[src/hdl/pcpfa_queue.sv]
// Small FIFO between the classifying front end and the executing back end.
// Depends on nothing but its parameters.
module pcpfa_queue #(
  parameter int unsigned WIDTH = 8,
  parameter int unsigned DEPTH = 2
) (
  input  logic              clk_i,
  input  logic              rst_ni,
  input  logic              in_valid_i,
  output logic              in_ready_o,
  input  logic [WIDTH-1:0]  in_data_i,
  output logic              out_valid_o,
  input  logic              out_ready_i,
  output logic [WIDTH-1:0]  out_data_o
);

  localparam int unsigned PTR_W = (DEPTH > 1) ? $clog2(DEPTH) : 1;
  localparam int unsigned CNT_W = $clog2(DEPTH + 1);

  logic [WIDTH-1:0] mem_q [DEPTH];
  logic [PTR_W-1:0] wr_ptr_q, wr_ptr_d, rd_ptr_q, rd_ptr_d;
  logic [CNT_W-1:0] count_q, count_d;
  logic             push, pop;

  assign in_ready_o  = count_q != CNT_W'(DEPTH);
  assign out_valid_o = count_q != '0;
  assign out_data_o  = mem_q[rd_ptr_q];
  assign push        = in_valid_i && in_ready_o;
  assign pop         = out_valid_o && out_ready_i;

  always_comb begin
    wr_ptr_d = wr_ptr_q;
    rd_ptr_d = rd_ptr_q;
    count_d  = count_q;
    if (push) begin
      wr_ptr_d = (wr_ptr_q == PTR_W'(DEPTH - 1)) ? '0 : wr_ptr_q + PTR_W'(1);
    end
    if (pop) begin
      rd_ptr_d = (rd_ptr_q == PTR_W'(DEPTH - 1)) ? '0 : rd_ptr_q + PTR_W'(1);
    end
    if (push && !pop) begin
      count_d = count_q + CNT_W'(1);
    end else if (pop && !push) begin
      count_d = count_q - CNT_W'(1);
    end
  end

  always_ff @(posedge clk_i or negedge rst_ni) begin
    if (!rst_ni) begin
      wr_ptr_q <= '0;
      rd_ptr_q <= '0;
      count_q  <= '0;
    end else begin
      wr_ptr_q <= wr_ptr_d;
      rd_ptr_q <= rd_ptr_d;
      count_q  <= count_d;
    end
  end

  always_ff @(posedge clk_i) begin
    if (push) begin
      mem_q[wr_ptr_q] <= in_data_i;
    end
  end

  a_pop_drains: assert property (@(posedge clk_i) disable iff (!rst_ni)
    (pop && !push) |=> (count_q == $past(count_q) - CNT_W'(1)))
    else $error("queue count did not drop on pop");

endmodule

[config.mk]
export PLATFORM = sky130hd
export DESIGN_NAME = pcpfa_queue
export DESIGN_NICKNAME = d
export VERILOG_FILES = /design/src/hdl/pcpfa_queue.sv
export SDC_FILE = /design/constraint.sdc
export NUM_CORES = 1
export LEC_CHECK = 0
export BUFFER_PORTS_ARGS = -buffer_cell sky130_fd_sc_hd__buf_4
export CORE_MARGIN = 8
export CORE_UTILIZATION = 56
export CTS_BUF_LIST = sky130_fd_sc_hd__clkbuf_8
export DETAILED_ROUTE_END_ITERATION = 10
export HOLD_SLACK_MARGIN = 0.15
export PLACE_DENSITY = 0.9
export SYNTH_ARGS = -nofsm -noshare
export SYNTH_HDL_FRONTEND = slang
export SYNTH_SLANG_ARGS = --single-unit
[constraint.sdc]
create_clock -name clk_i -period 2.1 [get_ports clk_i]
set_input_delay 0.105 -clock clk_i [delete_from_list [all_inputs] [get_ports clk_i]]
set_output_delay 0.105 -clock clk_i [all_outputs]
set_load 0.05 [all_outputs]
# Yosys cells after proc, flatten, opt, wreduce, memory -nomap -nowiden
# Memory sizes are Yosys's and may differ from the RTL's.
# Index checks and enable logic that the tools add are counted.
[classes]
reduce_logical = 8
add_sub_neg = 4
eq_ne = 1
n_mux = 6
[op_table]
columns = ["operator", "n"]
rows = [
  ["1-bit logical AND", 4],
  ["1-bit two-way mux", 4],
  ["2-bit two-way mux", 2],
  ["2-bit nonzero test", 2],
  ["1-bit adder (second input constant)", 2],
  ["2-bit by 1-bit adder with 2-bit output (second input constant)", 1],
  ["1-bit zero test", 2],
  ["2-bit != test (second input constant)", 1],
  ["2-bit by 1-bit subtractor with 2-bit output (second input constant)", 1],
]
[word_totals]
ramBits = 16
input_bits = 12
elab_cells = 23
reg_bits = 4
n_memories = 1
out_inout_bits = 10
[mem_list]
columns = ["name", "depth", "word_bits", "rd", "rd_clocked_by_memory_dff", "wr", "line_no", "text"]
rows = [
  ["mem_q", 2, 8, 1, 0, 1, "20", "logic [WIDTH-1:0] mem_q [DEPTH];"],
]

# Longest topological paths before layout
[logic_depth]
depth_word = 6
mapped_depth = 7

# Worst setup path before layout
# OpenSTA, ideal clock, no wires.
[synth_path]
kind = "register to register"
start = "register count_q[0]"
end = "memory mem_q[0][0] (enable)"
slack_ns = 0.599
n_path_buf = 0
setup_ns = 0.370
required_ns = 1.730
arrival_time_ns = 1.131
stages_incl_launch_ff = 4
cell_sequence = "dfrtp_1 nand2b_4 nand2_1 nor2_1"
[synth_between]
elab_chain_cells = 4
[synth_lines]
columns = ["element", "line_no", "text"]
rows = [
  ["start: declaration", "22", "logic [CNT_W-1:0] count_q, count_d;"],
  ["start signal: assignment", "56", "count_q <= count_d;"],
  ["2-bit != test", "25", "assign in_ready_o = count_q != CNT_W'(DEPTH);"],
  ["via in_ready_o", "10", "output logic in_ready_o,"],
  ["1-bit logical AND", "28", "assign push = in_valid_i && in_ready_o;"],
  ["1-bit two-way mux", "61", "if (push) begin"],
  ["1-bit two-way mux (implied by the code)", "62", "mem_q[wr_ptr_q] <= in_data_i;"],
  ["end: declaration", "20", ""],
]
# The timed path passes the listed nets, and every way through them passes these cells.

# Worst setup path in the final report
[layout_path]
start = "register count_q[0]"
end = "memory mem_q[0][3] (enable)"
[layout_between]
elab_chain_cells = 4
[layout_lines]
columns = ["element", "line_no"]
rows = [
  ["2-bit != test", "25"],
  ["1-bit logical AND", "28"],
  ["1-bit two-way mux", "61"],
  ["1-bit two-way mux (implied by the code)", "62"],
]
# Every way passes these cells.

==> results_dict.tcl <==
set metrics [dict create \
    required_ns 1.99 \
    ys_ff_latch 20 \
    cts_inserted_buffers 3 \
    fin_crit_sh_pct 77.2 \
    cp_data_arrival_time_ns 1.51 \
    dp_slack_ns 0.501 \
    vias_per_cell 5.26 \
    wl_met2_um 931 \
    dr.pass1.iters 5 \
    final_cells 92 \
    dieArea_um2 2860 \
    clockBufferDepth 2 \
    path_class "reg -> reg" \
    area_delta_synth_final_pct 43.6 \
    critPathLaunchType "flop" \
    fp-row-count 13 \
    syn_avg_cell_area_um2 18.3 \
    wl_per_cell_um 18.4 \
    synth-main-ff-cell "edfxtp_1" \
    synth_area_um2 787 \
    gp_congestion 0.659 \
    place_inst 78 \
    layout.nets 91 \
    tightest_slew_ns 0.676 \
    syn_nets 56 \
    setup_viol 0 \
    start_util_pct 60.5 \
    cts_hold_buf 10 \
    drt-initial-drc-count 9 \
    max_cap_viol_count 0 \
    fmax_mhz 617 \
    leakage_nw 0.465 \
    hold_path.class "in -> reg" \
    synth_cells 43 \
    cp_max_fo 8 \
    synthArstFlopShare_pct 20.0 \
    io_buffers 21 \
    synthTopCellsByCount "edfxtp_1 (16), mux2_2 (8), dfrtp_1 (4)" \
    h-tree-depth 1 \
    finClkSkew_ns 0.00702 \
    finalHoldViolations 0 \
    wl_met3_um 53 \
    synth-edff-count 16 \
    min_period_ns 1.62 \
    dr_total_vias 484 \
    outcome "finished clean" \
    drtAntennaViolNets 0 \
    final_core_util_pct 86.8 \
    globalRoute.totalOverflow 0 \
    track_usage_pct 13.3 \
    fin_setup_tns_ns 0 \
    grt_pass1_vias 577 \
    power_density_nw_per_um2 1630 \
    antenna_found_initial 0 \
    cts_tree "done" \
    fill_cells 56 \
    relSlewSlack_pct 54.7 \
    cts_resized 0 \
    synthDominantCellAreaShare_pct 61.0 \
    dieHeight_um 53.5 \
    routed_wl_um 1700 \
    cp-end-kind "flop" \
    cts.sinks 20 \
    rsz0062_at_grt "no" \
    slew_violations 0 \
    antenna_cells 0 \
    synth_area_leaders "edfxtp_1 (61%), dfrtp_1 (13%), mux2_2 (11%)" \
    grt_pass1_wl_um 2660 \
    ir_drop_mv 1.57 \
    synth-seq-area-share_pct 73.8 \
    synth.distinct_cells 14 \
    synth_most_common_cell "edfxtp_1" \
    die_w_um 53.5 \
    grt_start_max_net_pins 13 \
    yosysTopAreaCell "edfxtp_1" \
    p_total_mw 1.84 \
    clock_latency_ns 0.26 \
    wl_met1_um 653 \
    highest_layer "met4" \
    io_pins 22 \
    post_cts_buffers 0 \
    drc_errors 0 \
    clockRootBuffer "clkbuf_8" \
    core_area_um2 1300 \
    timing.final.ws_setup_ns 0.479 \
    drive_above_1_share_pct 46.8 \
    clkTransAtPathRegs_ns 0.07 \
    synth_warnings 0 \
]
[report_power, final]
group | total (mW) | switching (mW) | leakage [nW] | internal (mW)
registers | 0.651 | 0.0956 | 0.195 | 0.556
logic | 0.811 | 0.507 | 0.234 | 0.304
clock network | 0.379 | 0.125 | 0.0357 | 0.254
total | 1.84 | 0.727 | 0.465 | 1.11
[cells by family after synthesis]
logic type / count (synthesis) / synth area share, %
xor gates and xnor gates: 5 / 5.57
adders and majority gates: 1 / 1.59
buffers and inverters: 2 / 1.11
DFF: 20 / 73.8
muxes: 8 / 11.4
and+or+nand+nor: 7 / 6.52
[final cells by class]
class                   count  area, um^2  share of cell area [%]
clock buffers               3        41.3                    3.65
clock inverters             1        30.0                    2.66
inverters                   1        3.75                   0.332
multi-input cells          21         198                    17.5
flip-flops and latches     20         581                    51.4
well taps                  15        18.8                    1.66
repair buffers             31         258                    22.8
[cells in the final DEF (no fill, tap or decap)]
| master | synthesis | layout |
|---|---|---|
| nand2_1 | 1 | 1 |
| clkbuf_8 | 0 | 3 |
| edfxtp_1 | 16 | 16 |
| dfrtp_1 | 4 | 4 |
| nand2_4 | 1 | 1 |
| mux2_2 | 8 | 8 |
| inv_1 | 1 | 1 |
| ha_1 | 1 | 1 |
| bufinv_16 | 0 | 1 |
| xor2_1 | 2 | 2 |
| nand2b_4 | 1 | 1 |
| dlygate4sd3_1 | 0 | 10 |
| and3_1 | 1 | 1 |
| buf_4 | 0 | 21 |
| xnor2_1 | 3 | 3 |
| or2_4 | 1 | 1 |
| nor2_1 | 2 | 2 |
[worst paths after layout]
kind	startpoint	to	slack [ns]	cells after the start
max in group asynchronous	rst_ni	wr_ptr_q$_DFFE_PN0N_	1.78	2
worst max-delay path	count_q[0]$_DFFE_PN0P_	mem_q[0][3]$_DFFE_PP_	0.48	3
worst min register to register	wr_ptr_q$_DFFE_PN0N_	wr_ptr_q$_DFFE_PN0N_	0.51	1
min in group asynchronous	rst_ni	rd_ptr_q$_DFFE_PN0P_	0.21	2
worst max register to register	count_q[0]$_DFFE_PN0P_	mem_q[0][3]$_DFFE_PP_	0.48	3
worst min-delay path	in_valid_i	wr_ptr_q$_DFFE_PN0N_	0.20	3
[sequential cells by signal (all words and copies together), names as in the netlist]
name	count
count_q	2
mem_q	16
rd_ptr_q	1
wr_ptr_q	1
[worst max-delay path, stage by stage, from the launching register on]
cell and delay, ns:
dfrtp_1 0.44, nand2b_4 0.17, nand2_1 0.11, nor2_1 0.54
[metrics by stage]
| stage | hold slack (ns) | instance area (um^2) |
|---|---|---|
| after floorplan | -0.191 | 787 |
| after global placement | -0.0951 | 958 |
| after detailed placement | -0.0976 | 958 |
| after CTS | 0.184 | 1130 |
| after global routing | 0.202 | 1130 |
| final | 0.199 | 1130 |
[per-layer routing]
metal,global-route usage [%],up-vias
li1,-,222
met1,13.9,238
met2,23.8,17
met3,1.96,7
met4,8.82,0
met5,0,-
(Power assumes the default switching activity.)
