`src/hdl/pcpfa_pkg.sv`:
```
// Shared types and constants for the per-client page frame allocator.
// Used by the channel interfaces, the front end, the back end and the top level.
package pcpfa_pkg;

  localparam int unsigned CLIENTS_DEF = 16;
  localparam int unsigned FRAMES_DEF  = 256;

  localparam int unsigned ADDR_W     = 48;
  localparam int unsigned CLIENT_W   = 6;
  localparam int unsigned STATUS_W   = 3;
  localparam int unsigned PAGE_SHIFT = 12;

  // queue word without the frame index, whose width follows FRAMES
  localparam int unsigned ITEM_FIXED_W = 1 + CLIENT_W + ADDR_W + STATUS_W;
  localparam int unsigned QUEUE_DEPTH  = 2;

  localparam int unsigned APB_AW    = 4;
  localparam int unsigned APB_DW    = 64;
  localparam int unsigned REG_IDX_W = 1;

  localparam logic [REG_IDX_W-1:0] REG_POOL_BASE = 1'b0;

  typedef enum logic [STATUS_W-1:0] {
    ST_OK            = 3'd0,
    ST_BAD_CLIENT    = 3'd1,
    ST_BAD_ADDRESS   = 3'd2,
    ST_EMPTY         = 3'd3,
    ST_NOT_ALLOCATED = 3'd4
  } status_e;

  typedef enum logic {
    OP_FREE  = 1'b0,
    OP_ALLOC = 1'b1
  } op_e;

  typedef enum logic [1:0] {
    BK_IDLE,
    BK_EXEC,
    BK_POP
  } back_state_e;

endpackage

```
`src/hdl/pcpfa_if.sv`:
```
// Request and response channel interfaces (valid/ready plus payload).
// Depends on pcpfa_pkg for field widths.
interface pcpfa_req_if;
  logic                             valid;
  logic                             ready;
  logic                             op;
  logic [pcpfa_pkg::CLIENT_W-1:0]   client;
  logic [pcpfa_pkg::ADDR_W-1:0]     free_address;

  modport source (output valid, op, client, free_address, input ready);
  modport sink   (input valid, op, client, free_address, output ready);
endinterface


```
`src/hdl/pcpfa_front.sv`:
```
// Front end: takes requests, checks client and free address, builds queue words.
// Depends on pcpfa_pkg and pcpfa_req_if.
module pcpfa_front #(
  parameter int unsigned CLIENTS = pcpfa_pkg::CLIENTS_DEF,
  parameter int unsigned FRAMES  = pcpfa_pkg::FRAMES_DEF
) (
  pcpfa_req_if.sink                                              req,
  input  logic [pcpfa_pkg::ADDR_W-1:0]                           pool_base_i,
  input  logic                                                   init_busy_i,
  output logic                                                   q_valid_o,
  output logic [pcpfa_pkg::ITEM_FIXED_W+$clog2(FRAMES)-1:0]      q_data_o,
  input  logic                                                   q_ready_i
);

  localparam int unsigned FIDX_W = $clog2(FRAMES);
  localparam int unsigned PIDX_W = pcpfa_pkg::ADDR_W - pcpfa_pkg::PAGE_SHIFT;

  logic [pcpfa_pkg::ADDR_W:0]     diff;
  logic [PIDX_W-1:0]              page_idx;
  logic                           below_base;
  logic                           misaligned;
  logic                           idx_ok;
  logic                           client_ok;
  pcpfa_pkg::status_e             pre_status;

  assign diff       = {1'b0, req.free_address} - {1'b0, pool_base_i};
  assign below_base = diff[pcpfa_pkg::ADDR_W];
  assign page_idx   = diff[pcpfa_pkg::ADDR_W-1:pcpfa_pkg::PAGE_SHIFT];
  assign misaligned = |req.free_address[pcpfa_pkg::PAGE_SHIFT-1:0];
  assign idx_ok     = page_idx < PIDX_W'(FRAMES);
  assign client_ok  = {1'b0, req.client} < (pcpfa_pkg::CLIENT_W+1)'(CLIENTS);

  always_comb begin
    priority if (!client_ok) begin
      pre_status = pcpfa_pkg::ST_BAD_CLIENT;
    end else if (pcpfa_pkg::op_e'(req.op) == pcpfa_pkg::OP_FREE &&
                 (below_base || misaligned || !idx_ok)) begin
      pre_status = pcpfa_pkg::ST_BAD_ADDRESS;
    end else begin
      pre_status = pcpfa_pkg::ST_OK;
    end
  end

  assign q_data_o  = {req.op, req.client, req.free_address, page_idx[FIDX_W-1:0], pre_status};
  assign q_valid_o = req.valid && !init_busy_i;
  assign req.ready = q_ready_i && !init_busy_i;

endmodule

```
`src/flat_wrapper.sv`:
```
// flat-port wrapper written by rule: the top's interface ports become plain ports
module pcpfa_front_flat 
#(
  parameter int unsigned CLIENTS = pcpfa_pkg::CLIENTS_DEF,
  parameter int unsigned FRAMES  = pcpfa_pkg::FRAMES_DEF
)
  (pool_base_i, init_busy_i, q_valid_o, q_data_o, q_ready_i, req_valid, req_op, req_client, req_free_address, req_ready);
  pcpfa_req_if req_i ();
  input  logic [pcpfa_pkg::ADDR_W-1:0] pool_base_i;
  input  logic init_busy_i;
  output logic q_valid_o;
  output logic [pcpfa_pkg::ITEM_FIXED_W+$clog2(FRAMES)-1:0] q_data_o;
  input  logic q_ready_i;
  input wire logic [$bits(req_i.valid)-1:0] req_valid;
  input wire logic [$bits(req_i.op)-1:0] req_op;
  input wire logic [$bits(req_i.client)-1:0] req_client;
  input wire logic [$bits(req_i.free_address)-1:0] req_free_address;
  output wire logic [$bits(req_i.ready)-1:0] req_ready;
  assign req_i.valid = req_valid;
  assign req_i.op = req_op;
  assign req_i.client = req_client;
  assign req_i.free_address = req_free_address;
  assign req_ready = req_i.ready;
  pcpfa_front #(.CLIENTS(CLIENTS), .FRAMES(FRAMES)) u_core (.req(req_i), .pool_base_i(pool_base_i), .init_busy_i(init_busy_i), .q_valid_o(q_valid_o), .q_data_o(q_data_o), .q_ready_i(q_ready_i));
endmodule
```
`config.mk`:
```
export PLATFORM = sky130hd
export DESIGN_NAME = pcpfa_front_flat
export DESIGN_NICKNAME = d
export VERILOG_FILES = /design/src/hdl/pcpfa_pkg.sv /design/src/hdl/pcpfa_if.sv /design/src/hdl/pcpfa_front.sv /design/src/flat_wrapper.sv
export SDC_FILE = /design/constraint.sdc
export NUM_CORES = 1
export LEC_CHECK = 0
export BUFFER_PORTS_ARGS = -buffer_cell sky130_fd_sc_hd__buf_2
export CAP_MARGIN = 10
export CORE_UTILIZATION = 45
export DETAILED_ROUTE_END_ITERATION = 10
export PLACE_DENSITY = 0.78
export SLEW_MARGIN = 40
export SYNTH_ARGS = -nofsm -noshare
export SYNTH_HDL_FRONTEND = slang
export SYNTH_SLANG_ARGS = --single-unit
```
`constraint.sdc`:
```
create_clock -name vclk -period 2.83
set_input_delay 0.1415 -clock vclk [all_inputs]
set_output_delay 0.1415 -clock vclk [all_outputs]
set_load 0.05 [all_outputs]
```
After elaboration in Yosys (flattened, before gate mapping):

Index checks and enable logic that the tools add are counted.
Widths: inputs -> output; s select.

* register bits after elaboration: 0
* input bits: 106
* output and inout port bits: 68
* word-level logic and storage cells: 14

* add/sub/neg operators: 1
* magnitude comparators: 2
* muxes and demuxes: 2
* bitwise gates (word level): 1
* reduce and logical (&&, ||, !) cells: 8

Operator list (count)
* $sub 48x48->49: 1
* $lt 36x9->1 const B: 1
* $reduce_or 12->1: 1
* $lt 6x5->1 const B: 1
* $logic_and 1x1->1: 3
* $mux 3: 1
* $logic_not 1->1: 2
* $logic_or 1x1->1: 2
* $mux 2: 1
* $not 1->1: 1

Longest topological paths before layout:

* depth in word-level cells: 7
* gate-level depth with buffers: 13
* depth with buffers taken out: 12

Worst setup path before layout:

No wires, ideal clock.

* kind: input -> output
* from: input port pool_base_i[31] (netlist name)
* to: output port q_data_o[1] (netlist name)
* arrival time: 3.271 ns
* required time: 2.689 ns
* path slack: -0.582 ns
* stages on the path: 13
* buffers on the path: 1
* cells stage by stage: inv_1 > ha_1 > buf_4 > nand4_4 > or3_4 > or2_0 > or3_1 > o32ai_2 > o41ai_2 > mux2i_1 > a211o_1 > nor4_1 > nor3_1

* cells in the longest elaborated chain, start to end: 7
* elaborated cells on any way between the ends: 8
* classes of those cells: add/sub (1); order compare (1); mux (2); reduce/logical (4)

Ends and longest elaborated chain
* from (decl): line flat_wrapper.sv:9 `input logic [pcpfa_pkg::ADDR_W-1:0] pool_base_i;`
* $sub 48x48->49 (*): line pcpfa_front.sv:26 `assign diff = {1'b0, req.free_address} - {1'b0, pool_base_i};`
* $lt 36x9->1: line pcpfa_front.sv:30 `assign idx_ok = page_idx < PIDX_W'(FRAMES);`
* $logic_not 1->1: line pcpfa_front.sv:37 `(below_base || misaligned || !idx_ok)) begin`
* $logic_or 1x1->1 (*): line pcpfa_front.sv:37
* $logic_and 1x1->1 (*): line pcpfa_front.sv:36 `end else if (pcpfa_pkg::op_e'(req.op) == pcpfa_pkg::OP_FREE &&`
* $mux 2 (*): line pcpfa_front.sv:36
* $mux 3 (*): line pcpfa_front.sv:34 `priority if (!client_ok) begin`
* to (decl): line flat_wrapper.sv:12 `output logic [pcpfa_pkg::ITEM_FIXED_W+$clog2(FRAMES)-1:0] q_data_o;`

Mark *: on every way between the ends. The rest lies on a longest branch, timed or not.

Worst setup path after layout:

* from: input port req_free_address[19]
* to: output port q_data_o[1] (netlist name)

* cells in the longest elaborated chain, start to end: 7
* elaborated cells on any way between the ends: 8
* classes of those cells: add/sub (1); order compare (1); mux (2); reduce/logical (4)

Ends and longest elaborated chain
* from (decl): line flat_wrapper.sv:17 `input wire logic [$bits(req_i.free_address)-1:0] req_free_address;`
* $sub 48x48->49 (*): line pcpfa_front.sv:26
* $lt 36x9->1: line pcpfa_front.sv:30
* $logic_not 1->1: line pcpfa_front.sv:37
* $logic_or 1x1->1 (*): line pcpfa_front.sv:37
* $logic_and 1x1->1 (*): line pcpfa_front.sv:36
* $mux 2 (*): line pcpfa_front.sv:36
* $mux 3 (*): line pcpfa_front.sv:34

Marked as above.

==> reports/results.tsv <==
metric	value	unit
critPathKind	primary input to output pin	
io_buffer_count	165	
worst_slack	-283	ps
dieArea	8740	µm²
final_core_utilization	0.760	
crit_fanout	4	
seq_cell_count	0	
synthToLayoutAreaGrowth	65.0	%
num-fill-cells	628	
synth_warnings	0	
final_common_cell	buf_4	
globalplace.congestion	0.945	
grtUsageTotal	0.294	
boundaryPins	174	
fin_crit	3110	ps
yosysSeqAreaShare	0	
whs	283	ps
routedWlPerCell	15.7	µm
p_leak	2.99	nW
initial_core_util	0.461	
layout-drive-gt1-share	0.547	
num_vias	5190	
ant_nets	0	
setup-violations-final	1	
synth.distinct_cells	79	
violations	setup timing	
max_clock_freq	321	MHz
grt_max_degree	10	
clock_buffers	0	
drc	0	
dpl.hpwl	11200	µm
antennaDiodeCount	0	
viasPerCell	5.60	
cp-start-kind	primary input	
hold_class	primary input to output pin	
wl	14500	µm
hold_viol	0	
cp.arrival	2970	ps
grt_pass1_vias	4611	
drtIter0Drc	387	
hold_buffers	0	
fp-row-count	33	
critPathRequiredTime	2690	ps
die_w	93.5	µm
power_density	265	nW/µm²
regArea	0	µm²
core-area	8180	µm²
die_h	93.5	µm
ir_worst_vdd	0.143	mV
synthCells	563	
end_kind	output pin	
post-route-period-util	1.10	
overflow	0	
status	finished with violations	
syn_area_per_cell	6.69	µm²
mostFrequentLayoutCells	buf_4 (162), buf_2 (151), inv_1 (45)	
fin_nets	977	
maxCapViolCount	0	
first_pass_iters	5	
grt_pass1_wl	21300	µm
synth_nets	716	
finalMaxSlewViolations	0	
antenna_found_initial	0	
synth_area	3770	µm²
rsz0062_at_grt	true	
==> kinds of logic after synthesis <==
family / Yosys count / synth area share
simple gates: 184 / 0.264
compound gates: 175 / 0.306
buf+inv: 130 / 0.207
fa+ha+maj: 47 / 0.156
xor+xnor: 19 / 0.0462
mux: 7 / 0.0199
other cells: 1 / 0.000995
==> per-stage QoR <==
stage / cells / setup TNS (ps) / area, µm² / worst slack (ps) / power, mW
3_3_place_gp: 916 / -520 / 5400 / -520 / 1.38
2_1_floorplan: 563 / 0 / 3850 / 2.45 / 0.936
5_1_grt: 927 / -496 / 6210 / -406 / 1.75
4_1_cts: 923 / -214 / 5780 / -214 / 1.50
6_report: 927 / -283 / 6210 / -283 / 1.65
3_5_place_dp: 916 / -534 / 5400 / -534 / 1.40
==> worst max-delay path: stages <==
cell       delay [ps]
buf_2             100
ha_1              330
a21oi_1           270
o21ai_0           190
o22ai_1           280
o2bb2ai_1         130
nor3_2            220
buf_4             180
buf_4             120
nand3_1           140
o31ai_4            90
nand4_1           170
nor4_4            360
nor3_4             80
buf_6             160
==> metal layers <==
layer  global-route usage  vias up  wire length, µm
met5                    0        -                0
met1                0.398     2405             6260
met3                    0       34              790
met4               0.0115        0              188
li1                     -     2523                -
met2                0.546      228             7290
==> final timing paths <==
path	to	cells past startpoint	from	slack [ps]
setup / recovery	q_data_o[1]	15	req_free_address[19]	-280
hold / removal	q_data_o[62]	0	req_client[3]	280
==> final cells by class <==
cell class         count  area, µm²  area share
inverters             57        219      0.0352
multi-input cells    433       3680       0.592
well taps            105        131      0.0211
repair buffers       332       2190       0.352
==> report_power, final <==
part,switching (mW),internal (mW),leakage (nW),total [mW]
combinational,0.930,0.715,2.99,1.65
sequential,0,0,0,0
clock,0,0,0,0
==> cells in the mapped netlist, drive strengths merged (5+ instances only) <==
master,n,area share
mux2i,6,0.016
nor2,42,0.042
ha,47,0.16
o21bai,6,0.012
xnor2,11,0.028
nand4,20,0.041
a21o,9,0.018
nor3,13,0.020
nor2b,5,0.0083
or3,6,0.011
nand3,13,0.017
nor4,9,0.017
o21a,10,0.020
xor2,8,0.019
a21oi,62,0.085
a211oi,6,0.015
buf,70,0.14
o21ai,39,0.055
inv,57,0.057
and3,5,0.0083
nand2,46,0.046
==> timing repair <==
| action | 4_1_cts | 5_1_grt |
|---|---|---|
| pin swaps | 26 | 41 |
| buffers inserted | 7 | 4 |
| setup endpoints to repair | 1 | 3 |
| resized for setup | 60 | 78 |
Note: power is estimated with default switching activity, not from simulation.
